$ cat src/hw/rtl/tdrs_pkg.sv
// shared types and constants of the transmit descriptor ring splitter
package tdrs_pkg;

   localparam int ADDR_W      = 48;
   localparam int LEN_W       = 14;
   localparam int BYTES_W     = 13;
   localparam int ID_W        = 16;
   localparam int COUNT_W     = 16;
   localparam int DONE_W      = 13;
   localparam int SLOT_W      = 12;
   localparam int THRESH_W    = 13;
   localparam int CSR_INDEX_W = 1;
   localparam int CSR_DATA_W  = 13;
   localparam int MAX_PIECES  = 5;
   localparam int PIECE_CNT_W = 3;

   localparam logic [BYTES_W-1:0] BYTES_MAX = 13'h1fff;

   typedef enum logic {
      CMD_SEGMENT    = 1'b0,
      CMD_COMPLETION = 1'b1
   } command_type;

   typedef enum logic [1:0] {
      KIND_DESC     = 2'd0,
      KIND_DOORBELL = 2'd1,
      KIND_REJECT   = 2'd2
   } kind_type;

   typedef enum logic [CSR_INDEX_W-1:0] {
      CSR_PHYS_MODE      = 1'b0,
      CSR_PUSH_THRESHOLD = 1'b1
   } csr_index_type;

   typedef enum logic [1:0] {
      ST_IDLE,
      ST_SPLIT,
      ST_DOORBELL
   } state_type;

   typedef struct packed {
      command_type         command;
      logic [ADDR_W-1:0]   seg_address;
      logic [LEN_W-1:0]    seg_length;
      logic                last_segment;
      logic [ID_W-1:0]     request_id;
      logic [DONE_W-1:0]   done_count;
   } req_payload_type;

   typedef struct packed {
      kind_type            kind;
      logic [SLOT_W-1:0]   ring_slot;
      logic [ADDR_W-1:0]   desc_address;
      logic [BYTES_W-1:0]  desc_bytes;
      logic                continued;
      logic [ID_W-1:0]     out_request_id;
      logic                id_valid;
      logic                push_descriptor;
      logic                last;
   } rsp_payload_type;

   // operands handed from the sequencer to the chunk unit
   typedef struct packed {
      logic                   phys_mode;
      logic [ADDR_W-1:0]      addr;
      logic [LEN_W-1:0]       len;
      logic                   last_seg;
      logic [PIECE_CNT_W-1:0] piece_cnt;
      logic [COUNT_W-1:0]     write_count;
      logic [COUNT_W-1:0]     done_ptr;
   } chunk_operand_type;

   // one step of the split, as computed by the chunk unit
   typedef struct packed {
      logic                ring_full;
      logic [BYTES_W-1:0]  bytes;
      logic                final_piece;
      logic                cont;
      logic                id_valid;
      logic [ADDR_W-1:0]   next_addr;
      logic [LEN_W-1:0]    next_len;
      logic [SLOT_W-1:0]   slot;
   } chunk_result_type;

endpackage

$ cat src/hw/rtl/tdrs_chunk_unit.sv
// shared chunk unit: page split, ring full check and pointer arithmetic for one descriptor
module tdrs_chunk_unit #(
   parameter int RING_ENTRIES = 512,
   parameter int PAGE_BYTES   = 4096
) (
   input  tdrs_pkg::chunk_operand_type op,
   output tdrs_pkg::chunk_result_type  res
);

   localparam int PAGE_BITS = $clog2(PAGE_BYTES);
   localparam int SLOT_BITS = $clog2(RING_ENTRIES);
   localparam int CMP_W     = (PAGE_BITS + 1 > tdrs_pkg::LEN_W) ?
                              PAGE_BITS + 1 : tdrs_pkg::LEN_W;

   logic [CMP_W-1:0]                to_edge;
   logic [CMP_W-1:0]                len_ext;
   logic                            take_all;
   logic [tdrs_pkg::LEN_W-1:0]      piece;
   logic [tdrs_pkg::COUNT_W-1:0]    occupancy;

   // bytes up to the next page edge
   assign to_edge  = CMP_W'(PAGE_BYTES) - CMP_W'(op.addr[PAGE_BITS-1:0]);
   assign len_ext  = CMP_W'(op.len);
   assign take_all = op.phys_mode || (to_edge > len_ext) ||
                     (op.piece_cnt == tdrs_pkg::PIECE_CNT_W'(tdrs_pkg::MAX_PIECES - 1));
   assign piece    = take_all ? op.len : tdrs_pkg::LEN_W'(to_edge);

   // ring occupancy against the full mark
   assign occupancy = op.write_count - op.done_ptr;

   always_comb begin
      res.ring_full   = occupancy >= tdrs_pkg::COUNT_W'(RING_ENTRIES - 1);
      res.bytes       = (piece > tdrs_pkg::LEN_W'(tdrs_pkg::BYTES_MAX)) ?
                        tdrs_pkg::BYTES_MAX : piece[tdrs_pkg::BYTES_W-1:0];
      res.final_piece = (piece == op.len);
      res.id_valid    = op.last_seg && (piece == op.len);
      res.cont        = op.phys_mode ? !op.last_seg : !(op.last_seg && (piece == op.len));
      res.next_addr   = op.addr + tdrs_pkg::ADDR_W'(piece);
      res.next_len    = op.len - piece;
      res.slot        = tdrs_pkg::SLOT_W'(op.write_count[SLOT_BITS-1:0]);
   end

endmodule

$ cat src/hw/rtl/tdrs_seq.sv
// sequencer: ring pointers, configuration, split state machine and result register
module tdrs_seq #(
   parameter int RING_ENTRIES = 512
) (
   input  logic                                 clock,
   input  logic                                 reset,
   input  logic                                 req_valid,
   output logic                                 req_stall,
   input  tdrs_pkg::req_payload_type            req_payload,
   output logic                                 rsp_valid,
   input  logic                                 rsp_stall,
   output tdrs_pkg::rsp_payload_type            rsp_payload,
   input  logic                                 csr_valid,
   output logic                                 csr_ready,
   input  logic [tdrs_pkg::CSR_INDEX_W-1:0]     csr_index,
   input  logic [tdrs_pkg::CSR_DATA_W-1:0]      csr_wdata,
   output tdrs_pkg::chunk_operand_type          op,
   input  tdrs_pkg::chunk_result_type           res
);

   localparam int SLOT_BITS = $clog2(RING_ENTRIES);

   tdrs_pkg::state_type                  state_ff, state_in;
   logic                                 phys_mode_ff, phys_mode_in;
   logic [tdrs_pkg::THRESH_W-1:0]        push_threshold_ff, push_threshold_in;
   logic [tdrs_pkg::COUNT_W-1:0]         write_count_ff, write_count_in;
   logic [tdrs_pkg::COUNT_W-1:0]         done_ptr_ff, done_ptr_in;
   logic [tdrs_pkg::COUNT_W-1:0]         doorbell_ptr_ff, doorbell_ptr_in;
   logic [tdrs_pkg::COUNT_W-1:0]         packet_start_ff, packet_start_in;
   logic                                 in_packet_ff, in_packet_in;
   logic                                 dropping_ff, dropping_in;
   logic [tdrs_pkg::ADDR_W-1:0]          addr_ff, addr_in;
   logic [tdrs_pkg::LEN_W-1:0]           len_ff, len_in;
   logic                                 last_seg_ff, last_seg_in;
   logic [tdrs_pkg::ID_W-1:0]            rid_ff, rid_in;
   logic [tdrs_pkg::PIECE_CNT_W-1:0]     piece_cnt_ff, piece_cnt_in;
   logic                                 rsp_valid_ff, rsp_valid_in;
   tdrs_pkg::rsp_payload_type            rsp_data_ff, rsp_data_in;

   logic                                 req_accept;
   logic                                 is_segment;
   logic                                 slot_free;
   logic [tdrs_pkg::COUNT_W-1:0]         room;
   logic [tdrs_pkg::COUNT_W-1:0]         done_req;
   logic [tdrs_pkg::COUNT_W-1:0]         done_eff;
   logic [tdrs_pkg::COUNT_W-1:0]         occupancy;
   logic                                 single_desc;
   logic                                 push;

   // handshake
   assign req_stall   = (state_ff != tdrs_pkg::ST_IDLE);
   assign req_accept  = req_valid && (state_ff == tdrs_pkg::ST_IDLE);
   assign is_segment  = (req_payload.command == tdrs_pkg::CMD_SEGMENT);
   assign slot_free   = !rsp_valid_ff || !rsp_stall;
   assign rsp_valid   = rsp_valid_ff;
   assign rsp_payload = rsp_data_ff;
   assign csr_ready   = 1'b1;

   // completion clamp: never past the published pointer
   assign room     = doorbell_ptr_ff - done_ptr_ff;
   assign done_req = tdrs_pkg::COUNT_W'(req_payload.done_count);
   assign done_eff = (done_req > room) ? room : done_req;

   // doorbell push decision
   assign occupancy   = doorbell_ptr_ff - done_ptr_ff;
   assign single_desc = ((write_count_ff - doorbell_ptr_ff) == tdrs_pkg::COUNT_W'(1));
   assign push        = (occupancy < tdrs_pkg::COUNT_W'(push_threshold_ff)) && single_desc;

   // operands for the chunk unit
   always_comb begin
      op.phys_mode   = phys_mode_ff;
      op.addr        = addr_ff;
      op.len         = len_ff;
      op.last_seg    = last_seg_ff;
      op.piece_cnt   = piece_cnt_ff;
      op.write_count = write_count_ff;
      op.done_ptr    = done_ptr_ff;
   end

   // next state
   always_comb begin
      state_in = state_ff;
      unique case (state_ff)
         tdrs_pkg::ST_IDLE: begin
            if (req_accept && is_segment && !dropping_ff) begin
               state_in = tdrs_pkg::ST_SPLIT;
            end
         end
         tdrs_pkg::ST_SPLIT: begin
            if (slot_free) begin
               if (res.ring_full) begin
                  state_in = tdrs_pkg::ST_IDLE;
               end else if (res.final_piece) begin
                  state_in = last_seg_ff ? tdrs_pkg::ST_DOORBELL : tdrs_pkg::ST_IDLE;
               end
            end
         end
         tdrs_pkg::ST_DOORBELL: begin
            if (slot_free) begin
               state_in = tdrs_pkg::ST_IDLE;
            end
         end
         default: begin
            state_in = tdrs_pkg::ST_IDLE;
         end
      endcase
   end

   // datapath and result register updates
   always_comb begin
      phys_mode_in      = phys_mode_ff;
      push_threshold_in = push_threshold_ff;
      write_count_in    = write_count_ff;
      done_ptr_in       = done_ptr_ff;
      doorbell_ptr_in   = doorbell_ptr_ff;
      packet_start_in   = packet_start_ff;
      in_packet_in      = in_packet_ff;
      dropping_in       = dropping_ff;
      addr_in           = addr_ff;
      len_in            = len_ff;
      last_seg_in       = last_seg_ff;
      rid_in            = rid_ff;
      piece_cnt_in      = piece_cnt_ff;
      rsp_valid_in      = rsp_valid_ff && rsp_stall;
      rsp_data_in       = rsp_data_ff;

      // configuration writes
      if (csr_valid) begin
         unique case (tdrs_pkg::csr_index_type'(csr_index))
            tdrs_pkg::CSR_PHYS_MODE:      phys_mode_in      = csr_wdata[0];
            tdrs_pkg::CSR_PUSH_THRESHOLD: push_threshold_in = csr_wdata;
            default:                      phys_mode_in      = phys_mode_ff;
         endcase
      end

      unique case (state_ff)
         tdrs_pkg::ST_IDLE: begin
            if (req_accept) begin
               if (!is_segment) begin
                  done_ptr_in = done_ptr_ff + done_eff;
               end else if (dropping_ff) begin
                  if (req_payload.last_segment) begin
                     dropping_in = 1'b0;
                  end
               end else begin
                  if (!in_packet_ff) begin
                     packet_start_in = write_count_ff;
                     in_packet_in    = 1'b1;
                  end
                  addr_in      = req_payload.seg_address;
                  len_in       = req_payload.seg_length;
                  last_seg_in  = req_payload.last_segment;
                  rid_in       = req_payload.request_id;
                  piece_cnt_in = '0;
               end
            end
         end
         tdrs_pkg::ST_SPLIT: begin
            if (slot_free) begin
               rsp_valid_in = 1'b1;
               rsp_data_in  = '0;
               if (res.ring_full) begin
                  // rewind to packet start and drop the rest of the packet
                  write_count_in        = packet_start_ff;
                  in_packet_in          = 1'b0;
                  dropping_in           = !last_seg_ff;
                  rsp_data_in.kind      = tdrs_pkg::KIND_REJECT;
                  rsp_data_in.ring_slot =
                     tdrs_pkg::SLOT_W'(packet_start_ff[SLOT_BITS-1:0]);
                  rsp_data_in.last      = 1'b1;
               end else begin
                  rsp_data_in.kind           = tdrs_pkg::KIND_DESC;
                  rsp_data_in.ring_slot      = res.slot;
                  rsp_data_in.desc_address   = addr_ff;
                  rsp_data_in.desc_bytes     = res.bytes;
                  rsp_data_in.continued      = res.cont;
                  rsp_data_in.id_valid       = res.id_valid;
                  rsp_data_in.out_request_id = res.id_valid ? rid_ff : '0;
                  rsp_data_in.last           = res.final_piece && !last_seg_ff;
                  write_count_in             = write_count_ff + tdrs_pkg::COUNT_W'(1);
                  addr_in                    = res.next_addr;
                  len_in                     = res.next_len;
                  piece_cnt_in               = piece_cnt_ff + tdrs_pkg::PIECE_CNT_W'(1);
               end
            end
         end
         tdrs_pkg::ST_DOORBELL: begin
            if (slot_free) begin
               rsp_valid_in                = 1'b1;
               rsp_data_in                 = '0;
               rsp_data_in.kind            = tdrs_pkg::KIND_DOORBELL;
               rsp_data_in.ring_slot       =
                  tdrs_pkg::SLOT_W'(write_count_ff[SLOT_BITS-1:0]);
               rsp_data_in.push_descriptor = push;
               rsp_data_in.last            = 1'b1;
               doorbell_ptr_in             = write_count_ff;
               in_packet_in                = 1'b0;
            end
         end
         default: begin
            rsp_valid_in = rsp_valid_ff && rsp_stall;
         end
      endcase
   end

   // control registers
   always_ff @(posedge clock) begin
      if (reset) begin
         state_ff          <= tdrs_pkg::ST_IDLE;
         phys_mode_ff      <= 1'b0;
         push_threshold_ff <= '0;
         write_count_ff    <= '0;
         done_ptr_ff       <= '0;
         doorbell_ptr_ff   <= '0;
         packet_start_ff   <= '0;
         in_packet_ff      <= 1'b0;
         dropping_ff       <= 1'b0;
         rsp_valid_ff      <= 1'b0;
      end else begin
         state_ff          <= state_in;
         phys_mode_ff      <= phys_mode_in;
         push_threshold_ff <= push_threshold_in;
         write_count_ff    <= write_count_in;
         done_ptr_ff       <= done_ptr_in;
         doorbell_ptr_ff   <= doorbell_ptr_in;
         packet_start_ff   <= packet_start_in;
         in_packet_ff      <= in_packet_in;
         dropping_ff       <= dropping_in;
         rsp_valid_ff      <= rsp_valid_in;
      end
   end

   // payload registers
   always_ff @(posedge clock) begin
      addr_ff      <= addr_in;
      len_ff       <= len_in;
      last_seg_ff  <= last_seg_in;
      rid_ff       <= rid_in;
      piece_cnt_ff <= piece_cnt_in;
      rsp_data_ff  <= rsp_data_in;
   end

endmodule

$ cat src/hw/rtl/tx_descriptor_ring_splitter_core.sv
// top level of the transmit descriptor ring splitter
// a segment request is accepted only in idle and then gives one descriptor per cycle
// (1 to 5, set by page crossings; 1 in physical mode) while rsp_stall is low, and one doorbell
// on a packet's last segment; a full ring ends the request with a reject instead
// completion and dropped requests give no result
// reset (synchronous) clears ring pointers, packet state and both csr registers
module tx_descriptor_ring_splitter_core #(
   parameter int RING_ENTRIES = 512,
   parameter int PAGE_BYTES   = 4096
) (
   input  logic                              clock,
   input  logic                              reset,
   input  logic                              req_valid,
   output logic                              req_stall,
   input  tdrs_pkg::req_payload_type         req_payload,
   output logic                              rsp_valid,
   input  logic                              rsp_stall,
   output tdrs_pkg::rsp_payload_type         rsp_payload,
   input  logic                              csr_valid,
   output logic                              csr_ready,
   input  logic [tdrs_pkg::CSR_INDEX_W-1:0]  csr_index,
   input  logic [tdrs_pkg::CSR_DATA_W-1:0]   csr_wdata
);

   tdrs_pkg::chunk_operand_type op;
   tdrs_pkg::chunk_result_type  res;

   // sequencer with ring state and result register
   tdrs_seq #(
      .RING_ENTRIES (RING_ENTRIES)
   ) u_seq (
      .clock       (clock),
      .reset       (reset),
      .req_valid   (req_valid),
      .req_stall   (req_stall),
      .req_payload (req_payload),
      .rsp_valid   (rsp_valid),
      .rsp_stall   (rsp_stall),
      .rsp_payload (rsp_payload),
      .csr_valid   (csr_valid),
      .csr_ready   (csr_ready),
      .csr_index   (csr_index),
      .csr_wdata   (csr_wdata),
      .op          (op),
      .res         (res)
   );

   // shared split and pointer arithmetic
   tdrs_chunk_unit #(
      .RING_ENTRIES (RING_ENTRIES),
      .PAGE_BYTES   (PAGE_BYTES)
   ) u_chunk (
      .op  (op),
      .res (res)
   );

endmodule

$ cat config.mk
export PLATFORM = sky130hd
export DESIGN_NAME = tx_descriptor_ring_splitter_core
export DESIGN_NICKNAME = d
export VERILOG_FILES = /design/src/hw/rtl/tdrs_pkg.sv /design/src/hw/rtl/tdrs_chunk_unit.sv /design/src/hw/rtl/tdrs_seq.sv /design/src/hw/rtl/tx_descriptor_ring_splitter_core.sv
export SDC_FILE = /design/constraint.sdc
export NUM_CORES = 1
export LEC_CHECK = 0
export BUFFER_PORTS_ARGS = -buffer_cell sky130_fd_sc_hd__clkbuf_2
export CAP_MARGIN = 0
export CORE_UTILIZATION = 35
export DETAILED_ROUTE_END_ITERATION = 12
export GPL_ROUTABILITY_DRIVEN = 1
export GPL_TIMING_DRIVEN = 0
export HOLD_SLACK_MARGIN = 0.05
export PLACE_DENSITY_LB_ADDON = 0.25
export RECOVER_POWER = 50
export SYNTH_ARGS = -nofsm -noshare
export SYNTH_HDL_FRONTEND = slang
export SYNTH_SLANG_ARGS = --single-unit
$ cat constraint.sdc
create_clock -name clock -period 12.3 [get_ports clock]
set_input_delay 2.46 -clock clock [delete_from_list [all_inputs] [get_ports clock]]
set_output_delay 2.46 -clock clock [all_outputs]
set_load 0.01 [all_outputs]
==> results.json <==
{
  "fin_util_pct": 41.8,
  "drv_cap": 2,
  "p_clk_share_pct": 25.9,
  "rows": 78,
  "grt_pass1_vias": 13200,
  "leakage_nw": 7.50,
  "postCtsResizedCells": 0,
  "routedWlPerCell_microns": 17.7,
  "grt_overflow": 0,
  "totalWireLength_microns": 46500,
  "skew_ns": 0.0410,
  "port_buffers": 205,
  "nFillCells": 4578,
  "p_per_area_nw_per_um2": 183,
  "p_total_w": 0.00350,
  "tightest_slew_ns": 1.92,
  "clockBufferDepth": 3,
  "cts_tree": "done",
  "rsz0062_at_grt": "no",
  "boundaryPins": 210,
  "die_height_microns": 219,
  "setup_viol": 0,
  "root_buffer": "clkbuf_16",
  "hold_viol_final": 0,
  "synth_seq_cells": 257,
  "synth_cell_types": 75,
  "grtUsageTotal_pct": 19.5,
  "grt_max_degree": 34,
  "nets": 2252,
  "slowest_stage": "a311oi_2",
  "synth_top_cells_by_area": "edfxtp_1 (32%), ha_1 (10%), dfxtp_1 (10%)",
  "worst_setup_path_end_kind": "flip-flop",
  "ant_nets": 0,
  "synth.most_common_cell": "nand2_1",
  "clkSinkCount": 257,
  "hp-class": "flip-flop to flip-flop",
  "drive_above_1_share_pct": 11.4,
  "cellInternalPower_w": 0.00219,
  "synth_top_cells_by_count": "nand2_1 (194), edfxtp_1 (174), a21oi_1 (170)",
  "finalCritPeriodShare_pct": 69.6,
  "ys.warnings.count": 0,
  "critPathArrivalTime_ns": 8.87,
  "fin_setup_tns_ns": 0,
  "start_util_pct": 35.9,
  "cp_max_fo": 10,
  "insertion_delay_ns": 0.59,
  "max_slew_margin_pct": -27.8,
  "hpwl_microns": 36500,
  "synth_edf_count": 174,
  "r2r_slack_ns": 3.74,
  "sequentialPowerShare_pct": 33.9,
  "ys_seq_area_share_pct": 42.0,
  "antenna_found_initial": 2,
  "drv_slew": 54,
  "vdd_drop_max_uv": 111,
  "fmax_mhz": 117,
  "area_delta_synth_final_pct": 16.5,
  "cts_max_level": 1,
  "cts_setup_buffers": 0,
  "gp_congestion": 0.890,
  "startpoint_type": "flip-flop",
  "synthFlopType": "edfxtp_1",
  "yosys.area.top_type": "edfxtp_1",
  "avgSynthCellArea_sq_um": 9.36,
  "cpPeakStageDelay_ns": 0.85,
  "drc": 0,
  "grt_pass1_wl_microns": 73200,
  "status": "finished, violations left",
  "p_sw_w": 0.00131,
  "combPwrFrac_pct": 40.1,
  "num_vias": 13600,
  "cp.required_ns": 12.61,
  "path_class": "flip-flop to flip-flop",
  "violations": "max-capacitance violations, max-slew violations",
  "synthCells": 1754,
  "fp.dieW_microns": 219,
  "dr.pass1.iters": 5,
  "cts_inserted_buffers": 30,
  "die_area_sq_um": 47800,
  "p_sw_share_pct": 37.4,
  "first_iter_violations": 909,
  "fin_crit_ns": 8.56,
  "hold_buffers": 0,
  "netlist_area_sq_um": 16400,
  "vias_per_cell": 5.16,
  "synth_top_area_share_pct": 31.8,
  "core_sq_um": 45800,
  "synthArstFlopShare_pct": 0,
  "clk_pin_slew_ns": 0.06
}
-- cell usage in the layout, fill, tap and decap left out, types with 46 or more instances in the layout --
| master | Yosys | final |
|---|---|---|
| and2_1 | 67 | 66 |
| edfxtp_1 | 174 | 174 |
| mux2_2 | 46 | 46 |
| nor2_1 | 145 | 145 |
| clkbuf_2 | 0 | 105 |
| dfxtp_1 | 83 | 83 |
| ha_1 | 133 | 133 |
| nand2_1 | 194 | 194 |
| xnor2_1 | 72 | 72 |
| a21oi_1 | 170 | 170 |
| inv_1 | 131 | 131 |
| clkbuf_1 | 47 | 162 |
-- power by group through the flow --
stage          clock [W]  combinational (W)  sequential (W)
2_1_floorplan          0           0.000992         0.00122
3_3_place_gp           0            0.00137         0.00123
3_5_place_dp           0            0.00142         0.00120
4_1_cts         0.000931            0.00143         0.00119
5_1_grt         0.000966            0.00157         0.00120
6_report        0.000908            0.00140         0.00119
-- cell type report --
| class | instances | area (sq um) | share of cell area (%) |
|---|---|---|---|
| multi-input combinational | 1304 | 8750 | 45.7 |
| sequential | 257 | 6890 | 36.0 |
| timing repair buffer | 211 | 956 | 5.00 |
| clock buffer | 40 | 808 | 4.23 |
| tap | 600 | 751 | 3.93 |
| inverter | 131 | 492 | 2.57 |
| buffer | 66 | 290 | 1.52 |
| clock inverter | 15 | 188 | 0.981 |
| antenna | 2 | 5.00 | 0.0262 |
-- metal layers --
layer / share of wire [%] / track usage, % / vias to the layer above
met5: 0.024 / 0 / -
met4: 2.8 / 6.48 / 2
met3: 5.0 / 2.25 / 70
met2: 46 / 32.1 / 366
met1: 46 / 26.5 / 6397
li1: - / - / 6719
-- critical path: cells and delay by family, from the launching register on --
kind | cells | cell delay (ns)
buf+inv | 4 | 1.34
fa+ha+maj | 2 | 0.58
xor+xnor | 2 | 0.37
mux | 1 | 0.76
flops | 1 | 0.45
simple gates | 9 | 1.67
compound gates | 9 | 3.10
-- path summary, 6_finish.rpt --
kind | from | to | depth (start not counted)
worst min-delay path | u_seq.packet_start_ff[13] | u_seq.packet_start_ff[13] | 2
worst max-delay path | u_seq.addr_ff[5] | u_seq.addr_ff[37] | 27
worst min register to register | u_seq.packet_start_ff[13] | u_seq.packet_start_ff[13] | 2
worst max register to register | u_seq.addr_ff[5] | u_seq.addr_ff[37] | 27
-- registers in the layout, indices dropped and copies added (netlist names), 13 cells and up --
name,count
u_seq.rsp_payload,92
u_seq.addr_ff,48
u_seq.done_ptr_ff,16
u_seq.doorbell_ptr_ff,16
u_seq.packet_start_ff,16
u_seq.rid_ff,16
u_seq.write_count_ff,16
u_seq.len_ff,14
u_seq.push_threshold_ff,13
-- cell families (layout without fill, tap and decap cells) --
family / count (synthesis) / after routing / synth area share, %
and+or+nand+nor: 629 / 629 / 18.8
DFF: 257 / 257 / 42.0
AOI/OAI and AO/OA: 364 / 364 / 13.8
other: 2 / 8 / 0.0458
xor gates and xnor gates: 98 / 98 / 5.23
buffers and inverters: 197 / 463 / 4.77
muxes: 68 / 68 / 4.50
adders and majority gates: 139 / 139 / 10.9
-- through the flow --
stage	cells	setup WS, ns	hold slack [ns]	area, sq um
6_report	2626	3.74	0.460	19100
5_1_grt	2625	2.80	0.479	19100
4_1_cts	2624	3.76	0.461	19300
3_5_place_dp	2569	3.81	0.452	18300
3_3_place_gp	2563	2.36	0.443	18200
2_1_floorplan	1758	4.90	0.434	16400
No activity file was read; power rests on OpenSTA's default activity.
